$ cat config.mk
export PLATFORM = sky130hd
export DESIGN_NAME = slot_pool_buffer
export DESIGN_NICKNAME = d
export VERILOG_FILES = /design/src/hw/rtl/spb_pkg.sv /design/src/hw/rtl/spb_store.sv /design/src/hw/rtl/spb_ctrl.sv /design/src/hw/rtl/slot_pool_buffer.sv
export SDC_FILE = /design/constraint.sdc
export NUM_CORES = 1
export LEC_CHECK = 0
export BUFFER_PORTS_ARGS = -buffer_cell sky130_fd_sc_hd__buf_4
export CAP_MARGIN = 40
export CORE_MARGIN = 3
export CORE_UTILIZATION = 61
export DETAILED_ROUTE_END_ITERATION = 12
export GPL_ROUTABILITY_DRIVEN = 0
export PLACE_DENSITY = 0.79
export SYNTH_ARGS = -nofsm -noshare
export SYNTH_HDL_FRONTEND = slang
export SYNTH_SLANG_ARGS = --single-unit
$ cat constraint.sdc
create_clock -name clock -period 7 [get_ports clock]
set_input_delay 0.35 -clock clock [delete_from_list [all_inputs] [get_ports clock]]
set_output_delay 0.35 -clock clock [all_outputs]
set_load 0.02 [all_outputs]
$ cat src/hw/rtl/spb_pkg.sv
// Shared types and codes for the slot pool buffer.
`timescale 1ns / 1ps

package spb_pkg;

   // Request codes
   localparam logic [2:0] REQ_PUT_SCAN = 3'd0;
   localparam logic [2:0] REQ_PUT_SLOT = 3'd1;
   localparam logic [2:0] REQ_GET_SCAN = 3'd2;
   localparam logic [2:0] REQ_GET_SLOT = 3'd3;
   localparam logic [2:0] REQ_RECYCLE  = 3'd4;

   // Status codes
   localparam logic [1:0] STAT_OK    = 2'd0;
   localparam logic [1:0] STAT_FULL  = 2'd1;
   localparam logic [1:0] STAT_EMPTY = 2'd2;
   localparam logic [1:0] STAT_RANGE = 2'd3;

   localparam int unsigned TYPE_BITS  = 3;
   localparam int unsigned INDEX_BITS = 4;
   localparam int unsigned COUNT_BITS = 5;

   typedef enum logic [1:0] {
      MARK_FREE     = 2'd0,
      MARK_READY    = 2'd1,
      MARK_RECYCLED = 2'd2
   } mark_type;

   typedef enum logic [3:0] {
      ST_COUNT  = 4'b0001,
      ST_IDLE   = 4'b0010,
      ST_STEP   = 4'b0100,
      ST_FINISH = 4'b1000
   } state_type;

   // Result control from the sequencer to the output stage
   typedef struct packed {
      logic                  done;
      logic [1:0]            status;
      logic [INDEX_BITS-1:0] slot;
      logic                  get_ok;
   } rsp_ctl_type;

endpackage

$ cat src/hw/rtl/spb_store.sv
// Data word memory of the slot pool, one write and one registered read per cycle.
`timescale 1ns / 1ps

module spb_store #(
   parameter int unsigned MAX_SLOTS = 16,
   parameter int unsigned DATA_BITS = 32
) (
   input  logic                         clock,
   input  logic                         wr_en,
   input  logic [$clog2(MAX_SLOTS)-1:0] addr,
   input  logic [DATA_BITS-1:0]         wr_data,
   output logic [DATA_BITS-1:0]         rd_data_ff
);

   logic [DATA_BITS-1:0] mem [MAX_SLOTS];

   always_ff @(posedge clock) begin
      if (wr_en) begin
         mem[addr] <= wr_data;
      end
      rd_data_ff <= mem[addr];
   end

endmodule

$ cat src/hw/rtl/spb_ctrl.sv
// Sequencer, slot marks and occupancy counters of the slot pool.
`timescale 1ns / 1ps

module spb_ctrl #(
   parameter int unsigned MAX_SLOTS = 16,
   parameter int unsigned DATA_BITS = 32
) (
   input  logic                                  clock,
   input  logic                                  reset,
   input  logic                                  start,
   input  logic [spb_pkg::TYPE_BITS-1:0]         req_type,
   input  logic [spb_pkg::INDEX_BITS-1:0]        req_slot_index,
   input  logic [DATA_BITS-1:0]                  req_write_data,
   input  logic [$clog2(MAX_SLOTS+1)-1:0]        active_slots,
   input  logic                                  csr_we,
   output logic                                  busy,
   output logic                                  store_we,
   output logic [$clog2(MAX_SLOTS)-1:0]          store_addr,
   output logic [DATA_BITS-1:0]                  store_wdata,
   output spb_pkg::rsp_ctl_type                  rsp_ctl,
   output logic [$clog2(MAX_SLOTS+1)-1:0]        ready_cnt,
   output logic [$clog2(MAX_SLOTS+1)-1:0]        free_cnt
);

   import spb_pkg::*;

   localparam int unsigned SlotBits = $clog2(MAX_SLOTS);
   localparam int unsigned CntBits  = $clog2(MAX_SLOTS + 1);

   state_type              state_ff, state_in;
   logic [CntBits-1:0]     ptr_ff, ptr_in;
   logic [CntBits-1:0]     rdy_ff, rdy_in;
   logic [CntBits-1:0]     free_ff, free_in;
   mark_type               mark_ff [MAX_SLOTS];
   logic                   mark_we;
   mark_type               mark_wdata;
   logic [TYPE_BITS-1:0]   type_ff, type_in;
   logic [DATA_BITS-1:0]   data_ff, data_in;
   logic [1:0]             status_ff, status_in;
   logic [INDEX_BITS-1:0]  slot_ff, slot_in;
   logic                   get_ok_ff, get_ok_in;
   mark_type               cur_mark;
   logic                   at_end;
   logic                   is_open;
   logic                   is_ready;

   always_comb begin
      cur_mark  = mark_ff[ptr_ff[SlotBits-1:0]];
      at_end    = (ptr_ff >= active_slots);
      is_ready  = (cur_mark == MARK_READY);
      is_open   = (cur_mark == MARK_FREE) || (cur_mark == MARK_RECYCLED);

      state_in   = state_ff;
      ptr_in     = ptr_ff;
      rdy_in     = rdy_ff;
      free_in    = free_ff;
      type_in    = type_ff;
      data_in    = data_ff;
      status_in  = status_ff;
      slot_in    = slot_ff;
      get_ok_in  = get_ok_ff;
      mark_we    = 1'b0;
      mark_wdata = MARK_READY;
      store_we   = 1'b0;

      unique case (state_ff)
         ST_COUNT: begin
            // recount the slots in use, one mark per cycle
            if (at_end) begin
               state_in = ST_IDLE;
            end else begin
               if (is_ready) begin
                  rdy_in = rdy_ff + CntBits'(1);
               end else if (is_open) begin
                  free_in = free_ff + CntBits'(1);
               end
               ptr_in = ptr_ff + CntBits'(1);
            end
         end
         ST_IDLE: begin
            if (start) begin
               type_in   = req_type;
               data_in   = req_write_data;
               ptr_in    = CntBits'(req_slot_index);
               slot_in   = req_slot_index;
               status_in = STAT_OK;
               get_ok_in = 1'b0;
               if (req_type > REQ_RECYCLE) begin
                  state_in = ST_FINISH;
               end else if (32'(req_slot_index) >= 32'(active_slots)) begin
                  status_in = STAT_RANGE;
                  state_in  = ST_FINISH;
               end else begin
                  state_in = ST_STEP;
               end
            end
         end
         ST_STEP: begin
            unique case (type_ff)
               REQ_PUT_SCAN: begin
                  if (at_end) begin
                     status_in = STAT_FULL;
                     state_in  = ST_FINISH;
                  end else if (is_open) begin
                     mark_we    = 1'b1;
                     mark_wdata = MARK_READY;
                     store_we   = 1'b1;
                     slot_in    = INDEX_BITS'(ptr_ff);
                     rdy_in     = rdy_ff + CntBits'(1);
                     free_in    = free_ff - CntBits'(1);
                     state_in   = ST_FINISH;
                  end else begin
                     ptr_in = ptr_ff + CntBits'(1);
                  end
               end
               REQ_PUT_SLOT: begin
                  if (is_open) begin
                     mark_we    = 1'b1;
                     mark_wdata = MARK_READY;
                     store_we   = 1'b1;
                     rdy_in     = rdy_ff + CntBits'(1);
                     free_in    = free_ff - CntBits'(1);
                  end else begin
                     status_in = STAT_FULL;
                  end
                  state_in = ST_FINISH;
               end
               REQ_GET_SCAN: begin
                  if (at_end || (cur_mark == MARK_FREE)) begin
                     status_in = STAT_EMPTY;
                     slot_in   = '0;
                     state_in  = ST_FINISH;
                  end else if (is_ready) begin
                     mark_we    = 1'b1;
                     mark_wdata = MARK_RECYCLED;
                     get_ok_in  = 1'b1;
                     slot_in    = INDEX_BITS'(ptr_ff);
                     rdy_in     = rdy_ff - CntBits'(1);
                     free_in    = free_ff + CntBits'(1);
                     state_in   = ST_FINISH;
                  end else begin
                     ptr_in = ptr_ff + CntBits'(1);
                  end
               end
               REQ_GET_SLOT, REQ_RECYCLE: begin
                  if (is_ready) begin
                     mark_we    = 1'b1;
                     mark_wdata = MARK_RECYCLED;
                     get_ok_in  = (type_ff == REQ_GET_SLOT);
                     rdy_in     = rdy_ff - CntBits'(1);
                     free_in    = free_ff + CntBits'(1);
                  end else begin
                     status_in = STAT_EMPTY;
                  end
                  state_in = ST_FINISH;
               end
               default: begin
                  state_in = ST_FINISH;
               end
            endcase
         end
         ST_FINISH: begin
            state_in = ST_IDLE;
         end
         default: begin
            state_in = ST_IDLE;
         end
      endcase

      // a new slot count invalidates both counters: sweep again
      if (csr_we) begin
         state_in = ST_COUNT;
         ptr_in   = '0;
         rdy_in   = '0;
         free_in  = '0;
      end
   end

   always_ff @(posedge clock) begin
      if (reset) begin
         state_ff <= ST_COUNT;
         ptr_ff   <= '0;
         rdy_ff   <= '0;
         free_ff  <= '0;
      end else begin
         state_ff <= state_in;
         ptr_ff   <= ptr_in;
         rdy_ff   <= rdy_in;
         free_ff  <= free_in;
      end
   end

   always_ff @(posedge clock) begin
      if (reset) begin
         for (int i = 0; i < MAX_SLOTS; i++) begin
            mark_ff[i] <= MARK_FREE;
         end
      end else if (mark_we) begin
         mark_ff[ptr_ff[SlotBits-1:0]] <= mark_wdata;
      end
   end

   always_ff @(posedge clock) begin
      type_ff   <= type_in;
      data_ff   <= data_in;
      status_ff <= status_in;
      slot_ff   <= slot_in;
      get_ok_ff <= get_ok_in;
   end

   assign busy           = (state_ff != ST_IDLE);
   assign store_addr     = ptr_ff[SlotBits-1:0];
   assign store_wdata    = data_ff;
   assign rsp_ctl.done   = (state_ff == ST_FINISH);
   assign rsp_ctl.status = status_ff;
   assign rsp_ctl.slot   = slot_ff;
   assign rsp_ctl.get_ok = get_ok_ff;
   assign ready_cnt      = rdy_ff;
   assign free_cnt       = free_ff;

endmodule

$ cat src/hw/rtl/slot_pool_buffer.sv
// Top level of the slot pool buffer: slot count register, sequencer, store, result stage.
`timescale 1ns / 1ps

// Usage:
//   Present a request on req_type, req_slot_index and req_write_data with start
//   high; it is taken at the rising edge where start is high and busy is low.
//   Request types: put scan, put at slot, get scan, get at slot, recycle slot.
//   Each request gives one result, shown on the rsp_ ports for one cycle while
//   rsp_valid is high. The receiver cannot stall; every result must be taken.
//   A request with an out-of-range index or an unknown type goes from idle
//   straight to the finish state; a slot request passes the step state, then
//   the finish state; a scan stays in the step state until it finds a slot,
//   reaches slots_in_use or, for a get scan, meets a free slot, examining one
//   mark per cycle by the shared compare step. busy falls in the same cycle
//   that rsp_valid rises, so the next request may be taken at the edge that
//   ends the result cycle.
//   csr_we/csr_wdata set slots_in_use (values above MAX_SLOTS act as MAX_SLOTS).
//   Write it only while idle; each write starts a recount sweep over the
//   slots in use during which busy stays high.
//   Reset marks every slot free, sets slots_in_use to min(16, MAX_SLOTS) and
//   runs the same recount sweep before the first request.
module slot_pool_buffer #(
   parameter int unsigned MAX_SLOTS = 16,
   parameter int unsigned DATA_BITS = 32
) (
   input  logic                              clock,
   input  logic                              reset,
   // request channel
   input  logic                              start,
   output logic                              busy,
   input  logic [spb_pkg::TYPE_BITS-1:0]     req_type,
   input  logic [spb_pkg::INDEX_BITS-1:0]    req_slot_index,
   input  logic [DATA_BITS-1:0]              req_write_data,
   // result channel
   output logic                              rsp_valid,
   output logic [1:0]                        rsp_status,
   output logic [spb_pkg::INDEX_BITS-1:0]    rsp_slot_out,
   output logic [DATA_BITS-1:0]              rsp_read_data,
   output logic [spb_pkg::COUNT_BITS-1:0]    rsp_ready_count,
   output logic [spb_pkg::COUNT_BITS-1:0]    rsp_free_count,
   // slot count register
   input  logic                              csr_we,
   input  logic [spb_pkg::COUNT_BITS-1:0]    csr_wdata
);

   import spb_pkg::*;

   localparam int unsigned SlotBits    = $clog2(MAX_SLOTS);
   localparam int unsigned CntBits     = $clog2(MAX_SLOTS + 1);
   localparam int unsigned ResetActive = (MAX_SLOTS < 16) ? MAX_SLOTS : 16;

   logic [CntBits-1:0]     active_ff, active_in;
   logic                   store_we;
   logic [SlotBits-1:0]    store_addr;
   logic [DATA_BITS-1:0]   store_wdata;
   logic [DATA_BITS-1:0]   store_rdata;
   rsp_ctl_type            rsp_ctl;
   logic [CntBits-1:0]     ready_cnt;
   logic [CntBits-1:0]     free_cnt;

   logic                   rsp_valid_ff;
   logic [1:0]             rsp_status_ff;
   logic [INDEX_BITS-1:0]  rsp_slot_ff;
   logic [DATA_BITS-1:0]   rsp_data_ff, rsp_data_in;
   logic [COUNT_BITS-1:0]  rsp_ready_ff;
   logic [COUNT_BITS-1:0]  rsp_free_ff;

   // Clamp the slot count to the pool size as it is written
   always_comb begin
      active_in = active_ff;
      if (csr_we) begin
         if (32'(csr_wdata) > MAX_SLOTS) begin
            active_in = CntBits'(MAX_SLOTS);
         end else begin
            active_in = CntBits'(csr_wdata);
         end
      end
   end

   always_ff @(posedge clock) begin
      if (reset) begin
         active_ff <= CntBits'(ResetActive);
      end else begin
         active_ff <= active_in;
      end
   end

   spb_ctrl #(
      .MAX_SLOTS (MAX_SLOTS),
      .DATA_BITS (DATA_BITS)
   ) u_ctrl (
      .clock          (clock),
      .reset          (reset),
      .start          (start),
      .req_type       (req_type),
      .req_slot_index (req_slot_index),
      .req_write_data (req_write_data),
      .active_slots   (active_ff),
      .csr_we         (csr_we),
      .busy           (busy),
      .store_we       (store_we),
      .store_addr     (store_addr),
      .store_wdata    (store_wdata),
      .rsp_ctl        (rsp_ctl),
      .ready_cnt      (ready_cnt),
      .free_cnt       (free_cnt)
   );

   spb_store #(
      .MAX_SLOTS (MAX_SLOTS),
      .DATA_BITS (DATA_BITS)
   ) u_store (
      .clock      (clock),
      .wr_en      (store_we),
      .addr       (store_addr),
      .wr_data    (store_wdata),
      .rd_data_ff (store_rdata)
   );

   // Drop the store output unless a get found a ready slot
   assign rsp_data_in = rsp_ctl.get_ok ? store_rdata : '0;

   // Result stage: strobe for one cycle, hold fields until the next result
   always_ff @(posedge clock) begin
      if (reset) begin
         rsp_valid_ff <= 1'b0;
      end else begin
         rsp_valid_ff <= rsp_ctl.done;
      end
   end

   always_ff @(posedge clock) begin
      if (rsp_ctl.done) begin
         rsp_status_ff <= rsp_ctl.status;
         rsp_slot_ff   <= rsp_ctl.slot;
         rsp_data_ff   <= rsp_data_in;
         rsp_ready_ff  <= COUNT_BITS'(ready_cnt);
         rsp_free_ff   <= COUNT_BITS'(free_cnt);
      end
   end

   assign rsp_valid       = rsp_valid_ff;
   assign rsp_status      = rsp_status_ff;
   assign rsp_slot_out    = rsp_slot_ff;
   assign rsp_read_data   = rsp_data_ff;
   assign rsp_ready_count = rsp_ready_ff;
   assign rsp_free_count  = rsp_free_ff;

endmodule
Word level (Yosys, flattened, before mapping)
Memory sizes are Yosys's and may differ from the RTL's. A register that Yosys moved wholly into a read port is not among the register bits. Index checks and enable logic that the tools add are counted.

Memories kept: 2. Input port bits: 48. Flip-flop bits (word level): 115. Memory bits (writable): 544.

Memory list: u_store.mem (words 16, width 32, rd ports 1, clocked after memory_dff 1, write ports 1, line spb_store.sv:15) `logic [DATA_BITS-1:0] mem [MAX_SLOTS];`; u_ctrl.mark_ff (words 16, width 2, rd ports 1, clocked after memory_dff 1, write ports 16, line spb_ctrl.sv:34) `mark_type mark_ff [MAX_SLOTS];`.

Magnitude comparators: 4. Add/subtract/negate cells: 5. Reductions and logical operators: 18. Mux-type cells: 82. Equality and inequality tests: 33.

Operators with widths (number): $mux W5 (20); $mux W4 (16); $pmux W5 S4 (2); $pmux W5 S2 (3); $pmux W4 S2 (3); $mux W2 (11); $ne A3 B3 Y1 const B (7); $mux W1 (18); $ne A3 B2 Y1 const B (6); $reduce_and A6 Y1 (3); $add A5 B1 Y5 const B (3); $pmux W5 S3 (1); $reduce_and A7 Y1 (2); $ne A4 B2 Y1 const B (3); $pmux W4 S3 (1); $sub A5 B1 Y5 const B (2); $pmux W2 S2 (2); $pmux W2 S4 (1); $reduce_and A8 Y1 (1); $eq A3 B2 Y1 const B (2); $ne A2 B1 Y1 const B (3); $ne A2 B2 Y1 const B (3); $pmux W1 S2 (3); $reduce_or A2 Y1 (3); 21 further kinds (23).

Depth between registers and ports, before layout
Word-level depth: 11. Gate-level depth with buffers: 13. Mapped depth without buffers: 8.

Hierarchy
Synthesis repeated with hierarchy kept, for this count alone.

Cell total of the unflattened synthesis: 1356. Area, all modules: 26594.3 µm².

Modules (own cells, without submodules): spb_store (cells each 840, instances 1, area an instance 19862.8 µm², seq. area each 16015.4 µm²); spb_ctrl (cells each 411, instances 1, area an instance 4844.6 µm², seq. area each 2682.6 µm²); slot_pool_buffer (cells each 105, instances 1, area an instance 1886.8 µm², seq. area each 1561.5 µm²).

Worst setup path after synthesis
OpenSTA, ideal clock, no wires.

Path kind: register to register. Start point: register u_ctrl.state_ff[0]. End point: register rsp_free_ff[0], in the netlist rsp_free_count[0] (enable). Period minus slack after synthesis: 6.030 ns. Library setup time: 0.592 ns. Slack: 0.970 ns. Required time: 6.408 ns. Path buffers: 0. Data arrival time: 5.438 ns. Cell stages (with the launch flop): 2. Cell sequence: dfxtp_1 -> nor4b_1.

RTL lines: from (decl) (line spb_ctrl.sv:30) `state_type state_ff, state_in;`; from (signal assigned) (line spb_ctrl.sv:186) `state_ff <= state_in;`; to (signal assigned) (line slot_pool_buffer.sv:138) `rsp_free_ff <= COUNT_BITS'(free_cnt);`; to (decl) (line slot_pool_buffer.sv:66) `logic [COUNT_BITS-1:0] rsp_free_ff;`.

==> flow_summary_export.csv <==
group,metric,value,unit
logic_synthesis,synth_top_area_cell,"edfxtp_1",
hold_path,hold_depth,3,
final_layout,stdcell_area,31100,um2
setup_path,critPathLaunchType,"flop",
logic_synthesis,netlist_area,26700,um2
clock_network,cts-buffers-inserted,68,
logic_synthesis,postSynth.asyncResetShare,0,%
grt,antenna_found_initial,2,
setup_path,worstPathRequired,7290,ps
logic_synthesis,syn_avg_cell_area,20.4,um2
power_and_ir_drop,irDropWorstVdd,0.267,mV
detailed_routing,dr_wl_met3,5140,um
final_layout,layout_common_cells,"edfxtp_1 (634), mux4_2 (168), buf_4 (105)",
sta,fin_crit_sh,50.6,%
run,cap_violations,0,
setup_path,path_cells,"mux4_2 > mux2_2 > mux2i_4 > o2111ai_4 > buf_12 > nor2_4 > buf_16",
final_layout,n_antenna_cell,0,
sta,fin_ws,3460,ps
detailed_routing,first_pass_iters,5,
detailed_routing,vias,13800,
clock_network,clockBufferDepth,3,
floorplan,num_io_pins,98,
final_layout,nets,1538,
logic_synthesis,synth-main-ff-cell,"edfxtp_1",
clock_network,cts_setup_buffers,0,
sta,layout_min_cycle_time,3540,ps
setup_path,crit_type,"reg -> reg",
placement,place_ws,3470,ps
sta,slew_violations,0,
detailed_routing,avgRoutedWirePerCell,29.2,um
sta,max_freq,0.282,GHz
grt,grt_usage,27.3,%
floorplan,initial_utilization,62.6,%
detailed_routing,dr.max_layer_used,"met4",
setup_path,reg2reg_setup_slack,3460,ps
grt,grt_max_degree,115,
clock_network,clock_sinks,695,
hold_path,hold_path_startpoint,"csr_wdata[0]",
detailed_routing,m1WireLength,22500,um
final_layout,final_common_cell,"edfxtp_1",
hold_path,min_path_type,"in -> reg",
sta,relSlewSlack,34.8,%
clock_network,cts_repair_resize_count,0,
detailed_routing,drtAntennaViolNets,0,
logic_synthesis,yosysWarnings,0,
logic_synthesis,synth.distinct_cells,64,
power_and_ir_drop,p_leak,9.83,nW
setup_path,cpPeakStageDelay,660,ps
final_layout,drive_gt1_share,29.4,%
sta,rsz0062_at_grt,"no",
placement,post_dp_cell_area,28600,um2
placement,dp_hpwl,34100,um
clock_network,ctsRootBufferMaster,"clkbuf_16",
logic_synthesis,ys_seq_area_share,76.0,%
clock_network,cts.htree.levels,3,
logic_synthesis,syn-num-nets,1370,
floorplan,rows,75,
detailed_routing,vias_per_cell,6.56,
detailed_routing,drc,0,
sta,worst_pin_slew,978,ps
floorplan,core_area,42600,um2
grt,grt_pass1_vias,14300,
sta,hold_slack,55.8,ps
setup_path,crit_family,"multiplexers",
power_and_ir_drop,powerDensity,270,nW/um2
logic_synthesis,synth_cells,1305,
setup_path,slowest_stage,"dfxtp_1",
clock_network,cts_tree,"done",
sta,setup_viol,0,
placement,port_buffers,97,
grt,grt_pass1_wl,92600,um
logic_synthesis,synth-seq-cells,695,
floorplan,fp.dieH,215,um
final_layout,fin_cells,2102,
setup_path,r2r-end,"u_store.mem[8][14]",
detailed_routing,dr_wl_met2,31100,um
final_layout,area_growth,16.5,%
sta,hold_viol,0,
logic_synthesis,yosys.area.top_type_share,71.4,%
sta,tns,0,ps
setup_path,critPathCaptureType,"flop",
floorplan,die_area,46300,um2
setup_path,arrival,3830,ps
setup_path,r2r_cells,7,
floorplan,dieWidth,215,um
clock_network,clk_pin_slew_worst_paths,60,ps
detailed_routing,wl,61400,um
logic_synthesis,synthTopCellsByArea,"edfxtp_1 (71%), mux4_2 (14%), dfxtp_1 (4.6%)",
setup_path,critical_path_buf_inv_count,2,
status,outcome,"completed",
clock_network,clk_latency,600,ps
hold_path,holdPathEnd,"active_ff[0]",
grt,overflow,0,
clock_network,ctsHoldBuffers,36,
setup_path,critPathMaxFanout,17,
logic_synthesis,synth-edff-count,634,
sta,finalClockSkew,25.9,ps
detailed_routing,drtIter0Drc,1658,
placement,dp.cells,1944,
-- layout make-up --
type                    instances  area (um2)
clock buffers                  83        1800
well taps                     577         722
multi-input cells             528        6210
repair buffers                163        1700
inverters                      17        63.8
fillers                      2338       11500
flip-flops and latches        695       20300
clock inverters                39         300
-- how the worst max path moves through the flow --
stage / from / end / slack, ps / depth (start not counted)
2_1_floorplan: u_ctrl.state_ff[0] / rsp_free_count[0] / 970 / 1
3_3_place_gp: u_ctrl.ptr_ff[1] / u_store.mem[5][13] / 2830 / 7
3_5_place_dp: flop / u_store.mem[10][16] / 3470 / 7
4_1_cts: flop / u_store.mem[8][2] / 3440 / 7
5_1_grt: u_ctrl.ptr_ff[0] / u_store.mem[8][14] / 3270 / 10
6_report: flop / u_store.mem[8][14] / 3460 / 7
-- synth_stat cells (3+ instances only) --
master	n
o311ai_0	3
clkbuf_1	46
buf_2	6
and2_1	40
a21o_1	3
mux2i_1	6
nand3_1	14
or3_1	5
nor2b_1	6
nor4b_1	5
a31oi_1	4
nand4_1	3
nor3b_1	4
and3_1	3
a211oi_1	6
or2_2	3
o211ai_1	6
buf_1	10
nor2_1	60
nand2b_1	8
nor2_2	10
o22ai_1	8
nor3_1	13
edfxtp_1	634
dfxtp_1	61
mux4_2	168
a2111oi_0	3
inv_1	16
nand2_1	36
ha_1	17
a31o_2	4
o21ai_0	33
a21oi_1	22
-- worst min-delay path, delay by kind of cell --
kind	cells	cell delay [ps]
and+or+nand+nor	1	70
buffers and inverters	1	120
AOI/OAI and AO/OA	1	60
-- per-stage QoR --
step	power, mW	utilization (%)
global route	8.60	72.9
CTS	8.43	72.9
global placement	4.99	65.9
detailed placement	5.00	67.2
floorplan	4.89	-
finish	8.38	72.9
-- sequential cells by signal, indices dropped and copies added (netlist names), named ones only --
register	flops
rsp_read_data	32
active_ff	5
rsp_slot_out	4
u_ctrl.state_ff	4
u_store.rd_data_ff	32
u_ctrl.ready_cnt	5
rsp_free_count	5
u_ctrl.slot_ff	4
u_ctrl.mark_ff	32
u_ctrl.free_cnt	5
u_ctrl.ptr_ff	5
u_ctrl.status_ff	2
u_ctrl.type_ff	3
rsp_ready_count	5
u_store.mem	512
rsp_status	2
u_ctrl.store_wdata	32
rsp_valid	1
u_ctrl.get_ok_ff	1
-- cells by family after synthesis --
family | after synthesis | synth area share, %
mux | 180 | 14.7
flops | 695 | 76.0
simple gates | 220 | 4.40
fa+ha+maj | 17 | 0.798
compound gates | 108 | 2.72
xor+xnor | 3 | 0.0986
buf+inv | 82 | 1.25
-- per-layer routing --
metal  up-vias  track usage [%]
met5         -                0
met4         0             11.1
met3       157             5.16
met2       883             45.3
met1      7076             36.5
li1       5667                -
-- report_power, final --
group	total, mW	leakage [nW]	internal, mW	switching (mW)
sequential	4.53	6.24	4.50	0.0281
combinational	0.414	2.56	0.215	0.199
clock	3.43	1.02	1.89	1.54
total	8.38	9.83	6.61	1.77
No activity file was read; power rests on OpenSTA's default activity.
